==> src/design/mdbp_pkg.sv <==
// ----------------------------------------------------------------------------
// Masked depth back-projection package
// Word types, register indexes, reset values and fixed widths.
// ----------------------------------------------------------------------------
package mdbp_pkg;

	localparam int PIX_COORD_W = 12;
	localparam int DEPTH_W     = 16;
	localparam int MASK_W      = 8;
	localparam int POINT_W     = 24;
	localparam int CENTER_W    = 16;
	localparam int INV_W       = 24;
	localparam int CFG_IDX_W   = 3;
	localparam int CFG_DATA_W  = 24;

	// 4 fraction bits from the 1/16 pixel offset plus 24 from the reciprocal
	localparam int RND_SHIFT   = 28;
	localparam int PROD_W      = CENTER_W + DEPTH_W + INV_W;

	localparam logic [CFG_IDX_W-1:0] CFG_CENTER_X = 3'd0;
	localparam logic [CFG_IDX_W-1:0] CFG_CENTER_Y = 3'd1;
	localparam logic [CFG_IDX_W-1:0] CFG_INV_FX   = 3'd2;
	localparam logic [CFG_IDX_W-1:0] CFG_INV_FY   = 3'd3;
	localparam logic [CFG_IDX_W-1:0] CFG_MIN_RNG  = 3'd4;
	localparam logic [CFG_IDX_W-1:0] CFG_MAX_RNG  = 3'd5;

	localparam logic [CENTER_W-1:0] RST_CENTER_X = 16'd5120;
	localparam logic [CENTER_W-1:0] RST_CENTER_Y = 16'd3840;
	localparam logic [INV_W-1:0]    RST_INV_FX   = 24'd27962;
	localparam logic [INV_W-1:0]    RST_INV_FY   = 24'd27962;
	localparam logic [DEPTH_W-1:0]  RST_MIN_RNG  = 16'd100;
	localparam logic [DEPTH_W-1:0]  RST_MAX_RNG  = 16'd3000;

	typedef struct packed {
		logic [PIX_COORD_W-1:0] pixel_col;
		logic [PIX_COORD_W-1:0] pixel_row;
		logic [DEPTH_W-1:0]     depth_mm;
		logic [MASK_W-1:0]      mask_value;
		logic                   frame_end;
	} pixel_in_t;

	typedef struct packed {
		logic                      point_kept;
		logic signed [POINT_W-1:0] point_x_mm;
		logic signed [POINT_W-1:0] point_y_mm;
		logic [DEPTH_W-1:0]        point_z_mm;
		logic                      frame_end_out;
	} point_out_t;

endpackage

==> src/design/mdbp_axis.sv <==
// ----------------------------------------------------------------------------
// Masked depth back-projection: one axis
// Four-stage pipeline: offset magnitude, times depth, times reciprocal focal
// length, then round half away from zero and saturate to 24-bit signed.
// ----------------------------------------------------------------------------
module mdbp_axis #(
	parameter int CoordW = 12
) (
	input  logic                                 clk,
	input  logic [CoordW-1:0]                    coord,
	input  logic [mdbp_pkg::CENTER_W-1:0]        center,
	input  logic [mdbp_pkg::DEPTH_W-1:0]         depth,
	input  logic [mdbp_pkg::INV_W-1:0]           inv_focal,
	output logic signed [mdbp_pkg::POINT_W-1:0]  coord_mm_s4
);

	localparam int CW  = mdbp_pkg::CENTER_W;
	localparam int MZW = mdbp_pkg::CENTER_W + mdbp_pkg::DEPTH_W;
	localparam int PW  = mdbp_pkg::PROD_W;
	localparam int RW  = PW + 1 - mdbp_pkg::RND_SHIFT;
	localparam int OW  = mdbp_pkg::POINT_W;

	localparam logic [PW:0]   RND_HALF = (PW + 1)'(1) << (mdbp_pkg::RND_SHIFT - 1);
	localparam logic [RW-1:0] POS_MAX  = RW'((1 << (OW - 1)) - 1);
	localparam logic [RW-1:0] NEG_MAG  = RW'(1 << (OW - 1));

	logic [CW-1:0]              pos;
	logic                       neg;
	logic [CW-1:0]              mag;
	logic                       neg_s1, neg_s2, neg_s3;
	logic [CW-1:0]              mag_s1;
	logic [mdbp_pkg::DEPTH_W-1:0] z_s1;
	logic [MZW-1:0]             mz_s2;
	logic [PW-1:0]              prod_s3;
	logic [PW:0]                rsum;
	logic [RW-1:0]              r;
	logic [RW-1:0]              r_sat;
	logic [OW-1:0]              coord_mm;

	assign pos = CW'({coord, 4'b0000});
	assign neg = pos < center;
	assign mag = neg ? (center - pos) : (pos - center);

	assign rsum  = {1'b0, prod_s3} + RND_HALF;
	assign r     = rsum[PW:mdbp_pkg::RND_SHIFT];

	always_comb begin
		if (neg_s3) begin
			r_sat    = (r > NEG_MAG) ? NEG_MAG : r;
			coord_mm = ~r_sat[OW-1:0] + OW'(1);
		end else begin
			r_sat    = (r > POS_MAX) ? POS_MAX : r;
			coord_mm = r_sat[OW-1:0];
		end
	end

	always_ff @(posedge clk) begin
		neg_s1      <= neg;
		mag_s1      <= mag;
		z_s1        <= depth;
		neg_s2      <= neg_s1;
		mz_s2       <= MZW'(mag_s1) * MZW'(z_s1);
		neg_s3      <= neg_s2;
		prod_s3     <= PW'(mz_s2) * PW'(inv_focal);
		coord_mm_s4 <= coord_mm;
	end

endmodule

==> config.mk <==
export PLATFORM = sky130hd
export DESIGN_NAME = mdbp_axis
export DESIGN_NICKNAME = d
export VERILOG_FILES = /design/src/design/mdbp_pkg.sv /design/src/design/mdbp_axis.sv
export SDC_FILE = /design/constraint.sdc
export NUM_CORES = 2
export LEC_CHECK = 0
export ABC_CLOCK_PERIOD_IN_PS = 8530
export BUFFER_PORTS_ARGS = -buffer_cell sky130_fd_sc_hd__buf_2
export CORE_AREA = 2 2 290 292
export DETAILED_ROUTE_END_ITERATION = 8
export DIE_AREA = 0 0 292 294
export PLACE_DENSITY = 0.66
export RECOVER_POWER = 100
export SYNTH_ARGS = -nofsm -noshare
export SYNTH_HDL_FRONTEND = slang
export SYNTH_SLANG_ARGS = --single-unit
==> constraint.sdc <==
create_clock -name clk -period 8.53 [get_ports clk]
set_input_delay 1.706 -clock clk [delete_from_list [all_inputs] [get_ports clk]]
set_output_delay 1.706 -clock clk [all_outputs]
set_load 0.02 [all_outputs]
; After elaboration in Yosys (flattened, before gate mapping)
; Cells that the tools add are included.
[op_classes]
muxes = 4
bitwise = 1
magnitude_cmp = 3
n_mul = 2
addsub = 4
[ops]
columns = operator, n
row1 = $mux W24, 3
row2 = $add A56 B28 Y57 const B, 1
row3 = $mul A32 B24 Y56, 1
row4 = $mul A16 B16 Y32, 1
row5 = $sub A16 B16 Y16, 2
row6 = $gt A29 B23 Y1 const B, 1
row7 = $gt A29 B24 Y1 const B, 1
row8 = $add A24 B1 Y24 const B, 1
row9 = $not A24 Y24, 1
row10 = $lt A16 B16 Y1, 1
row11 = $mux W16, 1
[word_totals]
ff_bits = 147
wordCells = 22
inputBits = 69

; Depth between registers and ports, before layout
[logic_depth]
word_depth = 6
ltp_mapped = 27
ltp_nobuf = 26

; Least setup slack after synthesis
; No wires, ideal clock.
[synth_path]
path_kind = input -> register
from = in inv_focal[3] in the netlist's numbering
to = reg prod_s3[49]
t_required_ps = 8398
slack_ps = 495
n_path_buf = 1
stages = 25
t_arrival_ps = 7903
cell_sequence = clkbuf_1 -> nand2_1 -> fa_1 -> inv_1 -> fa_1 -> inv_1 -> fa_1 -> fa_1 -> inv_1 -> fa_1 -> fa_1 -> inv_1 -> fa_1 -> inv_1 -> ha_1 -> a211oi_1 -> nor2_1 -> a211o_1 -> a31o_2 -> nor3_1 -> o21ai_1 -> a211oi_2 -> o21ai_0 -> a211oi_1 -> nor2_1
[synth_between]
elab_chain_cells = 1
[synth_rtl]
columns = item, line
row1 = from (decl), mdbp_axis.sv:13  ; input logic [mdbp_pkg::INV_W-1:0] inv_focal,
row2 = $mul A32 B24 Y56, mdbp_axis.sv:64  ; prod_s3 <= PW'(mz_s2) * PW'(inv_focal);
row3 = to (signal assigned), mdbp_axis.sv:64
row4 = to (decl), mdbp_axis.sv:34  ; logic [PW-1:0] prod_s3;
; Every way passes these cells.

; Final worst setup path
[layout_path]
from = in inv_focal[4] in the netlist's numbering
to = reg prod_s3[43]
; Same word-level chain as after synthesis.

==> summary.txt <==
STA
  – Relative slew slack: 0.0887
  – Setup repair after global routing missed its margin: no
  – Clock period minus worst slack: 8.24 ns
  – Max Fclk: 121 MHz
  – Hold Fails Final Rpt: 0
  – Setup Viol. Count Final: 0
  – Worst slew pin tran: 1.35 ns
  – Hold WS: 0.328 ns
  – Max-slew violation count: 0
  – Tcrit/Tclk final: 0.966
  – Clk_skew: 0.0201 ns

Logic synthesis
  – Leading area contributor after synthesis: sky130_fd_sc_hd__fa_1
  – Number of enable flip-flop cells after synthesis: 0
  – Async S/R FF share, synth: 0
  – Sequential fraction of the synthesis area: 0.0649
  – Seq cells post-synth: 120
  – Largest cells by area after synthesis: sky130_fd_sc_hd__fa_1, sky130_fd_sc_hd__ha_1, sky130_fd_sc_hd__inv_1
  – Synthesized area divided by synthesized cell count: 8.95 sq um
  – Cell area after technology mapping: 37000 sq um
  – Number of unique standard cell types used by synthesis: 76
  – Post-synthesis instance total: 4139
  – Simple logic cell fraction of the synthesized area: 0.174
  – Synthesized netlist net count: 5367
  – Area share of the largest cell type after synthesis: 0.460
  – XOR/XNOR share of the synthesized area: 0.0227
  – Synth Warn #: 0
  – Largest family of logic cells by synthesized area: adder cells
  – Adder and majority gate portion of the synthesized area: 0.564
  – Top_reg_cell synth: sky130_fd_sc_hd__dfxtp_1
  – Share of synthesized area spent on multiplexers: 0.00253
  – Synth Area in Compound Gates: 0.0533

Setup path
  – Cell class contributing the biggest share of worst-path delay: adder cells
  – Longest individual stage delay on the worst path: 0.56 ns
  – Critical path data arrival time: 8.67 ns
  – Path type of the worst setup path: in -> reg
  – Most repeated library cell on the critical path: sky130_fd_sc_hd__fa_1
  – Critical Path Stages: 27
  – Cell with the biggest individual delay on the critical path: sky130_fd_sc_hd__or4_1
  – Critical Path Sink Type: flip-flop
  – Path depth of the worst reg2reg path: 23
  – Maximum net fanout on the critical path: 9
  – Crit path launch type: input pin
  – Critical path buffer and inverter count: 8
  – Data required time of the worst path: 8.96 ns

Clocking
  – Number of buffers added by the clock tree synthesis step: 17
  – Maximum number of buffers from clock root to sink: 2
  – H-tree level count: 4
  – Clock tree from TritonCTS: done
  – Clock latency on the worst-skew pair: 0.49 ns
  – TritonCTS Sinks: 120
  – Post CTS Setup Buffer Count: 0
  – Clock root buffer master: sky130_fd_sc_hd__clkbuf_16
  – CTS clk-pin slew, worst paths: 0.07 ns

Global route
  – Pin count of the biggest net entering global routing: 38
  – Vias in the first global route: 29119
  – Global routing usage summed across all routing layers: 0.231
  – Total congestion overflow after global routing: 0
  – Antenna violations before repair: 4
  – Global-route wire length before repair: 155000 um

Die
  – Area of the core region: 82900 sq um
  – Floorplan die area: 85800 sq um
  – Chip Height: 294 um
  – I/O Pins: 93
  – Row cnt: 106
  – Starting density of the core: 0.447
  – Die extent in x: 292 um

Cells and area
  – Proportion of layout cells with a drive suffix above 1: 0.0593
  – Total of fill cells in the finished design: 7803
  – Post-route cell area: 39700 sq um
  – Most common cell after layout, fill and taps aside: sky130_fd_sc_hd__inv_1
  – Commonest non-fill, non-tap cells in the layout: sky130_fd_sc_hd__inv_1, sky130_fd_sc_hd__fa_1, sky130_fd_sc_hd__nand2_1, sky130_fd_sc_hd__and2_1, sky130_fd_sc_hd__ha_1
  – Area added between synthesis and finish: 7.30%
  – Core occupancy in the finished layout: 0.479
  – Nets: 5415

Worst hold path
  – Worst hold path depth: 0
  – Worst min path class: reg -> reg

Run status
  – Result of the run: completed

Route
  – Wire length per cell: 17.6 um
  – DRC: 0
  – Overall via count from detail_route: 26956
  – Starting DRT DRC Count: 1753
  – DRT antenna net count: 0
  – Number of detailed-route iterations in the first pass: 5
  – Routed Wire Length: 93100 um
  – Average vias per placed instance: 5.10

Placed design
  – Routability congestion estimate from global placement: 0.960
  – Number of port buffers: 92
  – Post-placement cell area: 39100 sq um
  – DP HPWL: 76100 um

Flow run
  – Number of violations of the max-capacitance limit: 0
final timing paths:
path	to	slack (ns)	startpoint
setup / recovery	prod_s3[43]	0.29	inv_focal[4]
hold / removal	neg_s2	0.33	neg_s1
setup reg to reg	prod_s3[43]	0.85	mz_s2[16]
hold reg to reg	neg_s2	0.33	neg_s1
state kept, by name, indices dropped and copies added, names as in the netlist:
register	count
mz_s2	32
prod_s3	29
coord_mm_s4	24
mag_s1	16
z_s1	16
neg_s1	1
neg_s2	1
neg_s3	1
cell type report:
| type | count | area (sq um) | area share |
|---|---|---|---|
| Multi-Input combinational cell | 2864 | 30200 | 0.761 |
| Tap cell | 1080 | 1350 | 0.0340 |
| Sequential cell | 120 | 2400 | 0.0604 |
| Clock inverter | 14 | 244 | 0.00614 |
| Inverter | 964 | 3620 | 0.0910 |
| Timing Repair Buffer | 220 | 1450 | 0.0364 |
| Clock buffer | 18 | 439 | 0.0110 |
| Antenna cell | 3 | 7.51 | 0.000189 |
synth_stat cells, drive strengths merged (4+ instances only):
cell type    n
clkbuf     179
fa         852
or3          5
nor4         4
o21ai       55
o21bai       8
nand2b       5
a21oi       77
nor2        79
a211o        5
xnor2       69
xor2        27
a31oi        9
o22ai        4
nand3       38
and2       483
nand2      616
nand4       18
ha         307
buf         12
dfxtp      120
and3        17
nand3b       4
inv        964
nor2b        5
a22oi        9
a21o        46
o211ai       8
o31ai        8
o21a         9
a211oi      15
nor3        21
or2          5
mux2i        6
and4         6
kinds of logic (layout without fill, tap and decap cells):
group                    count (synthesis)  in the layout
AO/OA/AOI/OAI                          290            290
XOR/XNOR                                96             96
adder cells (fa/ha/maj)               1159           1159
buffers and inverters                 1155           1216
flip-flops                             120            120
multiplexers                             9              9
other                                    0              3
AND/OR/NAND/NOR                       1310           1310
metrics by stage:
| step | setup slack, ns | std cells | TNS (ns) |
|---|---|---|---|
| floorplan | 0.495 | 4139 | 0 |
| global placement | -0.294 | 5248 | -1.48 |
| detailed placement | -0.454 | 5248 | -3.16 |
| CTS | 0.0356 | 5280 | 0 |
| global route | 0.0249 | 5282 | 0 |
| finish | 0.287 | 5283 | 0 |
repair_timing:
item,in CTS,in global routing
hold buffers,0,0
endpoints found under the setup margin,0,10
resized for setup,0,4
hold endpoints to repair,0,0
routing by layer:
metal,wire (um),global-route usage,vias to the layer above
li1,-,-,12284
met1,40900,0.314,13645
met2,42600,0.372,891
met3,7050,0.0473,132
met4,2590,0.0697,4
met5,26,0,-
Power is left out: the tool's default activity adds up to more than one toggle a clock period on the data nets, which glitch-free logic cannot reach.
